===== config.mk =====
export PLATFORM = sky130hd
export DESIGN_NAME = adaptive_trimmed_mean_filter
export DESIGN_NICKNAME = d
export VERILOG_FILES = /design/src/rtl/atmf_pkg.sv /design/src/rtl/atmf_ctrl.sv /design/src/rtl/atmf_dp.sv /design/src/rtl/adaptive_trimmed_mean_filter.sv
export VERILOG_INCLUDE_DIRS = /design/src /design/src/rtl
export SDC_FILE = /design/constraint.sdc
export NUM_CORES = 1
export LEC_CHECK = 0
export ABC_AREA = 0
export BUFFER_PORTS_ARGS = -buffer_cell sky130_fd_sc_hd__buf_2
export CAP_MARGIN = 20
export CORE_MARGIN = 5
export CORE_UTILIZATION = 27
export CTS_CLUSTER_SIZE = 20
export DETAILED_ROUTE_END_ITERATION = 10
export GPL_TIMING_DRIVEN = 0
export PLACE_DENSITY = 0.48
export SLEW_MARGIN = 20
export SYNTH_ARGS = -nofsm -noshare
export SYNTH_HDL_FRONTEND = slang
export SYNTH_HIERARCHICAL = 1
export SYNTH_SLANG_ARGS = --single-unit

===== constraint.sdc =====
create_clock -name clk -period 11.55 [get_ports clk]
set_clock_uncertainty 0.15 [all_clocks]
set_input_delay 2.31 -clock clk [delete_from_list [all_inputs] [get_ports clk]]
set_output_delay 2.31 -clock clk [all_outputs]
set_load 0.01 [all_outputs]

===== src/rtl/adaptive_trimmed_mean_filter_assert.svh =====
// ----------------------------------------------------------------------------
// Assertion macros for the adaptive trimmed mean filter
// Implication checks on the rising clock edge, disabled during reset.
// ----------------------------------------------------------------------------
`ifndef ADAPTIVE_TRIMMED_MEAN_FILTER_ASSERT_SVH
`define ADAPTIVE_TRIMMED_MEAN_FILTER_ASSERT_SVH

// Same-cycle implication: whenever ante holds, cons holds too.
`define ATMF_ASSERT_SAME(label, clk, rst, ante, cons, msg) \
  label: assert property (@(posedge clk) disable iff (rst) (ante) |-> (cons)) \
    else $error(msg);

// Next-cycle implication: whenever ante holds, cons holds in the following cycle.
`define ATMF_ASSERT_NEXT(label, clk, rst, ante, cons, msg) \
  label: assert property (@(posedge clk) disable iff (rst) (ante) |=> (cons)) \
    else $error(msg);

`endif


===== src/rtl/atmf_pkg.sv =====
// ----------------------------------------------------------------------------
// atmf_pkg
// Shared constants, register indexes and controller/datapath types.
// ----------------------------------------------------------------------------
package atmf_pkg;

  localparam int DEPTH      = 8;
  localparam int SAMPLE_W   = 16;
  localparam int WIN_W      = 4;
  localparam int PTR_W      = $clog2(DEPTH);
  localparam int CNT_W      = $clog2(DEPTH + 1);
  localparam int CMP_W      = (WIN_W > CNT_W) ? WIN_W : CNT_W;
  localparam int SUM_W      = SAMPLE_W + CNT_W;
  localparam int STEP_W     = $clog2(SUM_W);
  localparam int CFG_IDX_W  = 3;
  localparam int CFG_DATA_W = 16;

  // Register indexes on the configuration port.
  localparam logic [CFG_IDX_W-1:0] REG_HIGH_THRESHOLD   = 3'd0;
  localparam logic [CFG_IDX_W-1:0] REG_MEDIUM_THRESHOLD = 3'd1;
  localparam logic [CFG_IDX_W-1:0] REG_HIGH_WINDOW      = 3'd2;
  localparam logic [CFG_IDX_W-1:0] REG_MEDIUM_WINDOW    = 3'd3;
  localparam logic [CFG_IDX_W-1:0] REG_LOW_WINDOW       = 3'd4;

  // Register reset values.
  localparam logic [SAMPLE_W-1:0] HIGH_THRESHOLD_RST   = 16'd240;
  localparam logic [SAMPLE_W-1:0] MEDIUM_THRESHOLD_RST = 16'd120;
  localparam logic [WIN_W-1:0]    HIGH_WINDOW_RST      = 4'd8;
  localparam logic [WIN_W-1:0]    MEDIUM_WINDOW_RST    = 4'd4;
  localparam logic [WIN_W-1:0]    LOW_WINDOW_RST       = 4'd1;

  typedef enum logic [2:0] {
    ST_IDLE,
    ST_READ,
    ST_ACCUM,
    ST_TRIM,
    ST_DIVIDE,
    ST_DONE
  } state_t;

  typedef struct packed {
    logic [SAMPLE_W-1:0] high_threshold;
    logic [SAMPLE_W-1:0] medium_threshold;
    logic [WIN_W-1:0]    high_window;
    logic [WIN_W-1:0]    medium_window;
    logic [WIN_W-1:0]    low_window;
  } cfg_t;

  typedef struct packed {
    logic start;     // store the sample and set up the window
    logic rd;        // read the next ring entry
    logic acc;       // fold the read entry into sum, min and max
    logic trim;      // drop min and max, load the divider
    logic div_step;  // one restoring division step
    logic load_out;  // move the quotient to the output register
  } cmd_t;

  typedef struct packed {
    logic acc_last;
    logic div_last;
  } status_t;

endpackage


===== src/rtl/atmf_ctrl.sv =====
// ----------------------------------------------------------------------------
// atmf_ctrl
// Sequencer that steps the datapath through store, sum, trim, divide and output load.
// ----------------------------------------------------------------------------
module atmf_ctrl (
  input  logic              clk,
  input  logic              rst,
  input  logic              in_valid,
  input  logic              out_free,
  input  atmf_pkg::status_t status,
  output logic              in_ready,
  output atmf_pkg::cmd_t    cmd
);

  atmf_pkg::state_t state;
  atmf_pkg::state_t state_next;

  always_ff @(posedge clk) begin
    if (rst) begin
      state <= atmf_pkg::ST_IDLE;
    end else begin
      state <= state_next;
    end
  end

  always_comb begin
    state_next = state;
    case (state)
      atmf_pkg::ST_IDLE: begin
        if (in_valid) state_next = atmf_pkg::ST_READ;
      end
      atmf_pkg::ST_READ: begin
        state_next = atmf_pkg::ST_ACCUM;
      end
      atmf_pkg::ST_ACCUM: begin
        state_next = status.acc_last ? atmf_pkg::ST_TRIM : atmf_pkg::ST_READ;
      end
      atmf_pkg::ST_TRIM: begin
        state_next = atmf_pkg::ST_DIVIDE;
      end
      atmf_pkg::ST_DIVIDE: begin
        if (status.div_last) state_next = atmf_pkg::ST_DONE;
      end
      atmf_pkg::ST_DONE: begin
        if (out_free) state_next = atmf_pkg::ST_IDLE;
      end
      default: begin
        state_next = atmf_pkg::ST_IDLE;
      end
    endcase
  end

  always_comb begin
    cmd      = '0;
    in_ready = 1'b0;
    case (state)
      atmf_pkg::ST_IDLE: begin
        in_ready  = 1'b1;
        cmd.start = in_valid;
      end
      atmf_pkg::ST_READ:   cmd.rd       = 1'b1;
      atmf_pkg::ST_ACCUM:  cmd.acc      = 1'b1;
      atmf_pkg::ST_TRIM:   cmd.trim     = 1'b1;
      atmf_pkg::ST_DIVIDE: cmd.div_step = 1'b1;
      atmf_pkg::ST_DONE:   cmd.load_out = out_free;
      default: begin
        cmd = '0;
      end
    endcase
  end

endmodule


===== src/rtl/atmf_dp.sv =====
// ----------------------------------------------------------------------------
// atmf_dp
// Sample ring, window sizing, running sum with min/max, serial divider.
// ----------------------------------------------------------------------------
module atmf_dp (
  input  logic                             clk,
  input  logic                             rst,
  input  atmf_pkg::cfg_t                   cfg,
  input  logic [atmf_pkg::SAMPLE_W-1:0]    sample,
  input  atmf_pkg::cmd_t                   cmd,
  output atmf_pkg::status_t                status,
  output logic [atmf_pkg::SAMPLE_W-1:0]    quotient
);

  logic [atmf_pkg::SAMPLE_W-1:0] ring [atmf_pkg::DEPTH];
  logic [atmf_pkg::SAMPLE_W-1:0] rd_data;

  logic [atmf_pkg::PTR_W-1:0]    wp;
  logic [atmf_pkg::PTR_W-1:0]    rp;
  logic [atmf_pkg::CNT_W-1:0]    fill_count;
  logic [atmf_pkg::CNT_W-1:0]    n;
  logic [atmf_pkg::CNT_W-1:0]    k;
  logic [atmf_pkg::SUM_W-1:0]    sum;
  logic [atmf_pkg::SAMPLE_W-1:0] mx;
  logic [atmf_pkg::SAMPLE_W-1:0] mn;
  logic [atmf_pkg::SUM_W-1:0]    dq;
  logic [atmf_pkg::CNT_W-1:0]    rem;
  logic [atmf_pkg::STEP_W-1:0]   step;

  logic [atmf_pkg::CNT_W-1:0]    fill_next;
  logic [atmf_pkg::WIN_W-1:0]    win_sel;
  logic [atmf_pkg::WIN_W-1:0]    win_nz;
  logic [atmf_pkg::CMP_W-1:0]    win_ext;
  logic [atmf_pkg::CMP_W-1:0]    fill_ext;
  logic [atmf_pkg::CNT_W-1:0]    n_next;
  logic [atmf_pkg::CNT_W:0]      rem_sh;
  logic [atmf_pkg::CNT_W:0]      rem_diff;
  logic                          rem_ge;

  // Window size from the new sample, cut to the updated fill count.
  always_comb begin
    fill_next = (fill_count < atmf_pkg::CNT_W'(atmf_pkg::DEPTH)) ?
                fill_count + 1'b1 : fill_count;
    if (sample >= cfg.high_threshold) begin
      win_sel = cfg.high_window;
    end else if (sample >= cfg.medium_threshold) begin
      win_sel = cfg.medium_window;
    end else begin
      win_sel = cfg.low_window;
    end
    win_nz   = (win_sel == '0) ? atmf_pkg::WIN_W'(1) : win_sel;
    win_ext  = atmf_pkg::CMP_W'(win_nz);
    fill_ext = atmf_pkg::CMP_W'(fill_next);
    n_next   = (win_ext > fill_ext) ? fill_next : win_ext[atmf_pkg::CNT_W-1:0];
  end

  always_ff @(posedge clk) begin
    if (cmd.start) ring[wp] <= sample;
  end

  always_ff @(posedge clk) begin
    if (cmd.rd) rd_data <= ring[rp];
  end

  always_ff @(posedge clk) begin
    if (rst) begin
      wp         <= '0;
      fill_count <= '0;
    end else if (cmd.start) begin
      wp         <= (wp == atmf_pkg::PTR_W'(atmf_pkg::DEPTH - 1)) ? '0 : wp + 1'b1;
      fill_count <= fill_next;
    end
  end

  // Walk from the newest entry backward through the ring.
  always_ff @(posedge clk) begin
    if (cmd.start) begin
      rp  <= wp;
      n   <= n_next;
      k   <= '0;
      sum <= '0;
      mx  <= '0;
      mn  <= '1;
    end else if (cmd.acc) begin
      rp  <= (rp == '0) ? atmf_pkg::PTR_W'(atmf_pkg::DEPTH - 1) : rp - 1'b1;
      k   <= k + 1'b1;
      sum <= sum + atmf_pkg::SUM_W'(rd_data);
      if (rd_data > mx) mx <= rd_data;
      if (rd_data < mn) mn <= rd_data;
    end else if (cmd.trim) begin
      if (n > atmf_pkg::CNT_W'(2)) begin
        n <= n - atmf_pkg::CNT_W'(2);
      end
    end
  end

  assign rem_sh   = {rem, dq[atmf_pkg::SUM_W-1]};
  assign rem_diff = rem_sh - {1'b0, n};
  assign rem_ge   = (rem_sh >= {1'b0, n});

  // Restoring division, one quotient bit per cycle.
  always_ff @(posedge clk) begin
    if (cmd.trim) begin
      rem  <= '0;
      step <= '0;
      if (n > atmf_pkg::CNT_W'(2)) begin
        dq <= sum - atmf_pkg::SUM_W'(mx) - atmf_pkg::SUM_W'(mn);
      end else begin
        dq <= sum;
      end
    end else if (cmd.div_step) begin
      step <= step + 1'b1;
      if (rem_ge) begin
        rem <= rem_diff[atmf_pkg::CNT_W-1:0];
        dq  <= {dq[atmf_pkg::SUM_W-2:0], 1'b1};
      end else begin
        rem <= rem_sh[atmf_pkg::CNT_W-1:0];
        dq  <= {dq[atmf_pkg::SUM_W-2:0], 1'b0};
      end
    end
  end

  assign status.acc_last = (atmf_pkg::CNT_W'(k + 1'b1) == n);
  assign status.div_last = (step == atmf_pkg::STEP_W'(atmf_pkg::SUM_W - 1));
  assign quotient        = dq[atmf_pkg::SAMPLE_W-1:0];

endmodule


===== src/rtl/adaptive_trimmed_mean_filter.sv =====
// Window: n is the window after the cut to the fill count (1 to DEPTH). The
//   ring has a single read port, walked one entry at a time, and the divider
//   is bit-serial; a new transaction is taken only after the previous result
//   is loaded into the output register.
// Reset: synchronous, active high; clears pointer, fill count, controller and
//   output valid, and loads the register reset values. Ring contents are kept.
// ----------------------------------------------------------------------------
// adaptive_trimmed_mean_filter
// Trimmed mean of the newest samples, with a window chosen from sample value.
// ----------------------------------------------------------------------------
`include "adaptive_trimmed_mean_filter_assert.svh"

module adaptive_trimmed_mean_filter (
  input  logic                               clk,
  input  logic                               rst,
  // Configuration write port.
  input  logic                               cfg_we,
  input  logic [atmf_pkg::CFG_IDX_W-1:0]     cfg_index,
  input  logic [atmf_pkg::CFG_DATA_W-1:0]    cfg_wdata,
  // Sample input channel.
  input  logic                               in_valid,
  output logic                               in_ready,
  input  logic [atmf_pkg::SAMPLE_W-1:0]      sample,
  // Filtered output channel.
  output logic                               out_valid,
  input  logic                               out_ready,
  output logic [atmf_pkg::SAMPLE_W-1:0]      filtered_value
);

  atmf_pkg::cfg_t    cfg;
  atmf_pkg::cmd_t    cmd;
  atmf_pkg::status_t status;
  logic [atmf_pkg::SAMPLE_W-1:0] quotient;
  logic              out_free;

  // Configuration registers. Writes to unused indexes fall through the
  // default arm and change nothing. Threshold registers take the full data
  // word; window registers keep only their low bits.
  always_ff @(posedge clk) begin
    if (rst) begin
      cfg.high_threshold   <= atmf_pkg::HIGH_THRESHOLD_RST;
      cfg.medium_threshold <= atmf_pkg::MEDIUM_THRESHOLD_RST;
      cfg.high_window      <= atmf_pkg::HIGH_WINDOW_RST;
      cfg.medium_window    <= atmf_pkg::MEDIUM_WINDOW_RST;
      cfg.low_window       <= atmf_pkg::LOW_WINDOW_RST;
    end else if (cfg_we) begin
      case (cfg_index)
        atmf_pkg::REG_HIGH_THRESHOLD:
          cfg.high_threshold <= cfg_wdata[atmf_pkg::SAMPLE_W-1:0];
        atmf_pkg::REG_MEDIUM_THRESHOLD:
          cfg.medium_threshold <= cfg_wdata[atmf_pkg::SAMPLE_W-1:0];
        atmf_pkg::REG_HIGH_WINDOW:
          cfg.high_window <= cfg_wdata[atmf_pkg::WIN_W-1:0];
        atmf_pkg::REG_MEDIUM_WINDOW:
          cfg.medium_window <= cfg_wdata[atmf_pkg::WIN_W-1:0];
        atmf_pkg::REG_LOW_WINDOW:
          cfg.low_window <= cfg_wdata[atmf_pkg::WIN_W-1:0];
        default: begin
        end
      endcase
    end
  end

  // The controller only sequences; all arithmetic and the ring live in the
  // datapath. The output slot is free when it is empty or being drained in
  // this cycle, so a finished result is loaded even while the previous one is drained.
  assign out_free = !out_valid || out_ready;

  atmf_ctrl u_ctrl (
    .clk      (clk),
    .rst      (rst),
    .in_valid (in_valid),
    .out_free (out_free),
    .status   (status),
    .in_ready (in_ready),
    .cmd      (cmd)
  );

  atmf_dp u_dp (
    .clk      (clk),
    .rst      (rst),
    .cfg      (cfg),
    .sample   (sample),
    .cmd      (cmd),
    .status   (status),
    .quotient (quotient)
  );

  // Output register. It holds a result while the consumer stalls, and the
  // controller returns to idle as soon as the result is loaded, so a new
  // sample can be taken while the previous result still waits.
  always_ff @(posedge clk) begin
    if (rst) begin
      out_valid <= 1'b0;
    end else if (cmd.load_out) begin
      out_valid <= 1'b1;
    end else if (out_ready) begin
      out_valid <= 1'b0;
    end
  end

  always_ff @(posedge clk) begin
    if (cmd.load_out) filtered_value <= quotient;
  end

  // A result is only loaded into a free output slot.
  `ATMF_ASSERT_SAME(a_load_into_free, clk, rst, cmd.load_out, out_free, "output overwritten")
  // An accepted transaction makes the controller busy and starts the ring walk.
  `ATMF_ASSERT_NEXT(a_busy_after_accept, clk, rst, in_valid && in_ready, !in_ready && cmd.rd, "no walk after accept")
  // The walk never stops mid-window: an accumulate step is followed by a read or a trim.
  `ATMF_ASSERT_NEXT(a_walk_continues, clk, rst, cmd.acc, cmd.rd || cmd.trim, "ring walk broken")

endmodule

# [After elaboration in Yosys (flattened, before gate mapping)]
# Memory sizes are Yosys's and may differ from the RTL's. A register that Yosys moved wholly into a read port is not among the register bits.
# Cells that the tools add are included.
[word_totals] ram_bits=128 mem_count=1 ff_bits=163 output_inout_bits=18 input_bits=40
[op_classes] mux=34 n_eq_ne=16 n_addsub=10 n_reduce_logical=20 order_cmp=8
[memory_table] name="u_dp.ring" depth=8 word_bits=16 rd=1 rd_ports_with_merged_regs=1 wr=1 line_no="atmf_dp.sv:15" rtl="logic [atmf_pkg::SAMPLE_W-1:0] ring [atmf_pkg::DEPTH];"
[ops] op="$mux 20" count=3
[ops] op="$mux 4" count=10
[ops] op="$sub 20x16->20" count=2
[ops] op="$ge 16x16->1" count=2
[ops] op="$mux 3" count=7
[ops] op="$add 20x16->20" count=1
[ops] op="$pmux 3 s6" count=1
[ops] op="$gt 16x16->1" count=1
[ops] op="$lt 16x16->1" count=1
[ops] op="$reduce_and 2->1" count=7
[ops] op="$eq 3x2->1 const B" count=4
[ops] op="$eq 3x3->1 const B" count=4
[ops] op="$mux 1" count=12
[ops] op="$reduce_bool 2->1" count=5
[ops] op="$logic_not 3->1" count=3
[ops] op="$add 4x1->4 const B" count=2
[ops] op="$eq 3x1->1 const B" count=2
[ops] op="$reduce_and 3->1" count=2
[ops] op="$add 5x1->5 const B" count=1
[ops] op="$eq 5x5->1 const B" count=1
[ops] op="$ge 5x4->1" count=1
[ops] op="$eq 4x4->1" count=1
[ops] op="$gt 4x2->1 const B" count=1
[ops] op="$gt 4x4->1" count=1
[ops] op="other kinds (11)" count=13

# [Logic depth before layout (Yosys ltp)]
[depth] depth_word=8 mapped_depth=17 mapped_depth_nobuf=17

# [By module]
# Netlist, hierarchy kept.
[by_module_without_submodules] module="atmf_dp" area_per_inst_um2=13739.4 cells_each=1194 seq_area_each_um2=6576.3 n_inst=1
[by_module_without_submodules] module="adaptive_trimmed_mean_filter" area_per_inst_um2=2342.2 cells_each=193 seq_area_each_um2=1381.3 n_inst=1
[by_module_without_submodules] module="atmf_ctrl" area_per_inst_um2=201.4 cells_each=25 seq_area_each_um2=60.1 n_inst=1

# [Least setup slack after synthesis]
# No wires, ideal clock.
[synth_path] kind="input-to-reg" startpoint="input sample[0] (netlist name)" endpoint="register u_dp/n[1] (netlist name) (data pin)" path_buffers=0 required_time_ns=11.139 arrival_ns=5.225 stages=16 setup_time_ns=0.261 path_slack_ns=5.915 path_cell_list="inv_1 -> ha_1 -> nand2b_1 -> a2111oi_0 -> nor4_1 -> or4_4 -> and2_4 -> mux2i_1 -> mux2i_1 -> ha_1 -> inv_1 -> a21oi_1 -> o21ai_1 -> nand2_1 -> and2_1 -> a221o_1"
[synth_between] elab_chain_len=8 word_cells_on_any_way=9 cone_classes="order compare: 3; mux: 5; reduce/logical: 1"
[synth_rtl] item="start, declared" line_no="adaptive_trimmed_mean_filter.sv:23" rtl="input logic [atmf_pkg::SAMPLE_W-1:0] sample,"
[synth_rtl] item="$ge 16x16->1" line_no="atmf_dp.sv:46" rtl="end else if (sample >= cfg.medium_threshold) begin"
[synth_rtl] item="$mux 4" line_no="atmf_dp.sv:46"
[synth_rtl] item="$mux 4 (*)" line_no="atmf_dp.sv:44" rtl="if (sample >= cfg.high_threshold) begin"
[synth_rtl] item="$logic_not 4->1" line_no="atmf_dp.sv:51" rtl="win_nz = (win_sel == '0) ? atmf_pkg::WIN_W'(1) : win_sel;"
[synth_rtl] item="$mux 4 (*)" line_no="atmf_dp.sv:51"
[synth_rtl] item="$gt 4x4->1" line_no="atmf_dp.sv:54" rtl="n_next = (win_ext > fill_ext) ? fill_next : win_ext[atmf_pkg::CNT_W-1:0];"
[synth_rtl] item="$mux 4 (*)" line_no="atmf_dp.sv:54"
[synth_rtl] item="$mux 4 (*)" line_no="atmf_dp.sv:77" rtl="if (cmd.start) begin"
[synth_rtl] item="end signal, assigned" line_no="atmf_dp.sv:79" rtl="n <= n_next;"
[synth_rtl] item="end signal, assigned" line_no="atmf_dp.sv:92" rtl="n <= n - atmf_pkg::CNT_W'(2);"
[synth_rtl] item="end, declared" line_no="atmf_dp.sv:21" rtl="logic [atmf_pkg::CNT_W-1:0] n;"
# Mark *: on every way between the ends. The rest lies on a longest branch, timed or not.
# A chain may end at the register's enable or synchronous reset.

# [Worst setup path after layout]
# Same ends and word-level chain as after synthesis.

==> results.md <==
- The highest achievable clock rate is 0.167 GHz.
- The number of endpoints with negative hold slack in the final report is 0.
- No sink is reached through more buffers than the 3 on the longest clock path.
- Buffers inserted during clock tree synthesis total 35.
- The layout has 6,152 filler cells.
- Of the total synthesized cell area, the portion taken by AND, OR, NAND and NOR gates is 0.126.
- The core area is 60,000 um^2.
- The wire length of the first global-routing pass is 62,000 um.
- The proportion of synthesized area in mux cells is 0.110.
- The adder-cell area share of the yosys netlist is 0.110.
- The power density normalized to cell area is 174 nW/um^2.
- The setup path with the least slack is of type input pin to register.
- Global routing finished with a remaining overflow of 0.
- The area added between synthesis and finish is 15.8%.
- For this design, the sink count on the clock tree is 307.
- The flow ran to the end, and the final reports show no timing, DRC or antenna violations.
- The type of the worst min-delay path is register to register.
- Yosys printed 6 warnings.
- Once placement finished, the instance area stood at 17,700 um^2.
- The biggest area consumer among synthesized cells is sky130_fd_sc_hd__edfxtp_1.
- The total die area is 65,300 um^2.
- The floorplan step set the die height to 256 um.
- The headroom to the max-slew limit is 0.365.
- In this run the cell area of the synthesized design comes to 16,300 um^2.
- Of the total synthesized cell area, the portion taken by XOR and XNOR cells is 0.0221.
- The required time of the critical path is 11.68 ns.
- The pin count of the biggest net entering global routing is 21.
- The setup TNS is 0 ns.
- The H-tree was split into 2 levels.
- The starting density of the core is 0.271.
- The number of synthesized register bits is 307.
- The total via count after detailed routing is 10,776.
- The number of optimization iterations in the first detailed-route pass is 5.
- The total I/O pin count is 58.
- The sequential cell area is 8020 um^2.
- The core utilization of the finished layout is 0.314.
- 0 antenna diodes ended up in the layout.
- The TritonCTS clock tree is yes.
- The number of global-route vias before repair is 10,982.
- The number of antenna violations at the first check in global routing is 2.
- In the routed layout, each cell is associated on average with a via count of 4.63.
- Setup violations remaining at the end of the flow were counted as 0.
- For this run, the number of standard cells in the final layout without fillers is 2,325.
- In the final layout, the share of cells above drive strength 1 is 0.144.
- The number of hold buffers added after CTS was 0.
- STA puts the critical path data arrival time at 6.13 ns.
- Ranked by total cell area, the synthesized netlist is headed by sky130_fd_sc_hd__edfxtp_1 34%, sky130_fd_sc_hd__dfxtp_1 15%, sky130_fd_sc_hd__ha_1 8.8%.
- The leading cell type in the layout, fill and taps excluded is sky130_fd_sc_hd__edfxtp_1.
- The number of antenna-violating nets in the routed design is 0.
- STA classifies the critical path startpoint as an input pin.
- The weighted congestion at the end of routability-driven global placement is 0.853.
- The row count is 90.
- The clock period minus worst slack is 6.00 ns.
- The sequential cell area fraction in the yosys report is 0.492.
- Once placement completed, the tool counted placed cells totaling 2,262.
- Summed over all layers, the routed wires come to 39,700 um.
- The clock latency of the later-clocked register in the worst-skew pair is 0.54 ns.
- The clock root buffer is sky130_fd_sc_hd__clkbuf_16.
- The cell leakage power is 7.20 nW.
- The clock-pin slew of the registers on the worst-case setup and hold paths is 0.06 ns.
- The max-slew violation total from the final report is 0.
- The post-detailed-placement half-perimeter wirelength is 29,900 um.
- The most used flip-flop cell after synthesis is sky130_fd_sc_hd__edfxtp_1.
- The DRC marker count from the first detailed-route iteration is 502.
- Dividing the detail-routed wire length by the instance count gives 17.1 um.
- The final cell area excluding filler cells is 18,900 um^2.
- The gate count after technology mapping is 1,412.
- After synthesis, the share of flip-flops with an asynchronous set or reset is 0.
- Leaving out fill and tap cells, the most frequent cells in the layout are 187 x sky130_fd_sc_hd__edfxtp_1, 130 x sky130_fd_sc_hd__nor2_1, 120 x sky130_fd_sc_hd__dfxtp_1, 114 x sky130_fd_sc_hd__ha_1, 103 x sky130_fd_sc_hd__inv_1.
- The number of buffers added for setup after CTS is 0.
- The net count of the mapped netlist is 1,584.
- Post-CTS repair changed the size of 0 cells.
- The count of buffers inserted at the top-level ports is 57.
- The number of cells on the worst hold path is 1.
- In this run the horizontal extent of the chip is 256 um.
- The main combinational cell family by area after synthesis is simple AND/OR/NAND/NOR gates.
- The number of design rule violations left after detail routing is 0.
- The depth of the worst register-to-register path is 15.
- The synthesized area divided by synthesized cell count is 11.5 um^2.
- Across the VDD grid, the largest voltage drop is 102 uV.
- The top fanout value on the critical path is 9.
- The top-area cell type share of the netlist area is 0.345.
- The share of the cycle needed by the critical path after routing is 0.519.
- Setup repair after global routing left no endpoint under its margin.
- The number of distinct library cells after synthesis is 75.
- STA classifies the critical path endpoint as a register.
- At the pin with the least slew margin, the transition time is 0.952 ns.
- For this run, the total global-route usage over all layers was measured as 0.118.
- Max-cap violations in this run came to 0.
- The area occupied by multi-input gates is 7560 um^2.
- The number of synthesized flops with an enable pin is 187.
- Power comes to 3.28 mW.
- The share of the synthesized area in compound gates (AO/OA/AOI/OAI) is 0.0945.
- For this run, the post-layout net count is 1,689.
worst max-delay path, stage by stage:
cell                        delay, ns
sky130_fd_sc_hd__buf_2           0.17
sky130_fd_sc_hd__inv_1           0.12
sky130_fd_sc_hd__ha_1            0.29
sky130_fd_sc_hd__nand2b_1        0.14
sky130_fd_sc_hd__a2111oi_0       0.69
sky130_fd_sc_hd__nor4_1          0.11
sky130_fd_sc_hd__or4_4           0.56
sky130_fd_sc_hd__and2_4          0.19
sky130_fd_sc_hd__mux2i_1         0.21
sky130_fd_sc_hd__mux2i_1         0.13
sky130_fd_sc_hd__ha_1            0.22
sky130_fd_sc_hd__inv_1           0.05
sky130_fd_sc_hd__a21oi_1         0.05
sky130_fd_sc_hd__o21ai_1         0.16
sky130_fd_sc_hd__nand2_1         0.16
sky130_fd_sc_hd__and2_1          0.22
sky130_fd_sc_hd__a221o_1         0.35
final timing paths:
check               from           to  slack (ns)
min          u_dp/mn[13]  u_dp/mn[13]        0.31
min reg2reg  u_dp/mn[13]  u_dp/mn[13]        0.31
max reg2reg      cfg[12]    u_dp/n[1]        7.31
max            sample[0]    u_dp/n[1]        5.55
kinds of logic (layout without fill, tap and decap cells):
logic type / count (synthesis) / count (layout)
XOR/XNOR: 41 / 41
AO/OA/AOI/OAI: 224 / 224
buffers and inverters: 175 / 306
adder cells (fa/ha/maj): 132 / 132
multiplexers: 136 / 136
flip-flops: 307 / 307
AND/OR/NAND/NOR: 397 / 397
per-layer routing:
metal	vias up	wire length, um	GRT usage
met5	-	20	0
met4	2	584	0.0229
met3	45	1640	0.0228
met2	150	18600	0.199
met1	5253	18800	0.159
li1	5326	-	-
state kept, by name, indices dropped and copies added (netlist names):
signal / flops
u_dp/sum: 20
out_valid: 1
filtered_value: 16
u_ctrl/state: 3
u_dp/fill_count: 4
u_dp/rd_data: 16
u_dp/n: 4
u_dp/wp: 3
u_dp/k: 4
u_dp/rem: 4
u_dp/step: 5
u_dp/mx: 16
u_dp/rp: 3
cfg: 44
u_dp/ring: 128
u_dp/dq: 20
u_dp/mn: 16
synthesized netlist by cell type, drive strengths merged (3+ instances only):
library cell	count
edfxtp	187
nor2	137
dfxtp	120
ha	114
inv	103
nand2b	95
mux2i	82
a21oi	51
nand2	51
clkbuf	44
o21ai	42
mux4	32
buf	28
xnor2	24
a31oi	22
mux2	22
a211oi	21
a211o	19
nand4	19
fa	18
nor3	18
nand3	17
nor2b	17
xor2	17
a21o	13
o21a	12
o211ai	8
and2	6
nor4	6
o31ai	6
a2111oi	5
or3	4
a221o	3
a311oi	3
a41oi	3
and3	3
nand4bb	3
nor3b	3
o21bai	3
or2	3
power breakdown:
| group | internal, mW | switching, mW |
|---|---|---|
| clock | 0.657 | 0.467 |
| sequential | 1.23 | 0.0492 |
| combinational | 0.382 | 0.501 |
stage by stage:
step	setup slack [ns]	hold slack, ns
6_report	5.55	0.309
5_1_grt	5.34	0.322
4_1_cts	5.58	0.313
3_5_place_dp	5.02	0.299
3_3_place_gp	4.69	0.292
2_1_floorplan	5.91	0.285
cell type report:
class                      count  share of cell area
clock inverter                19              0.0121
multi-input combinational    930               0.401
clock buffer                  44              0.0483
sequential                   307               0.425
inverter                     103              0.0205
tap                          782              0.0519
timing repair buffer          68              0.0217
buffer                        72              0.0190
Power figures use the tool's default switching activity.
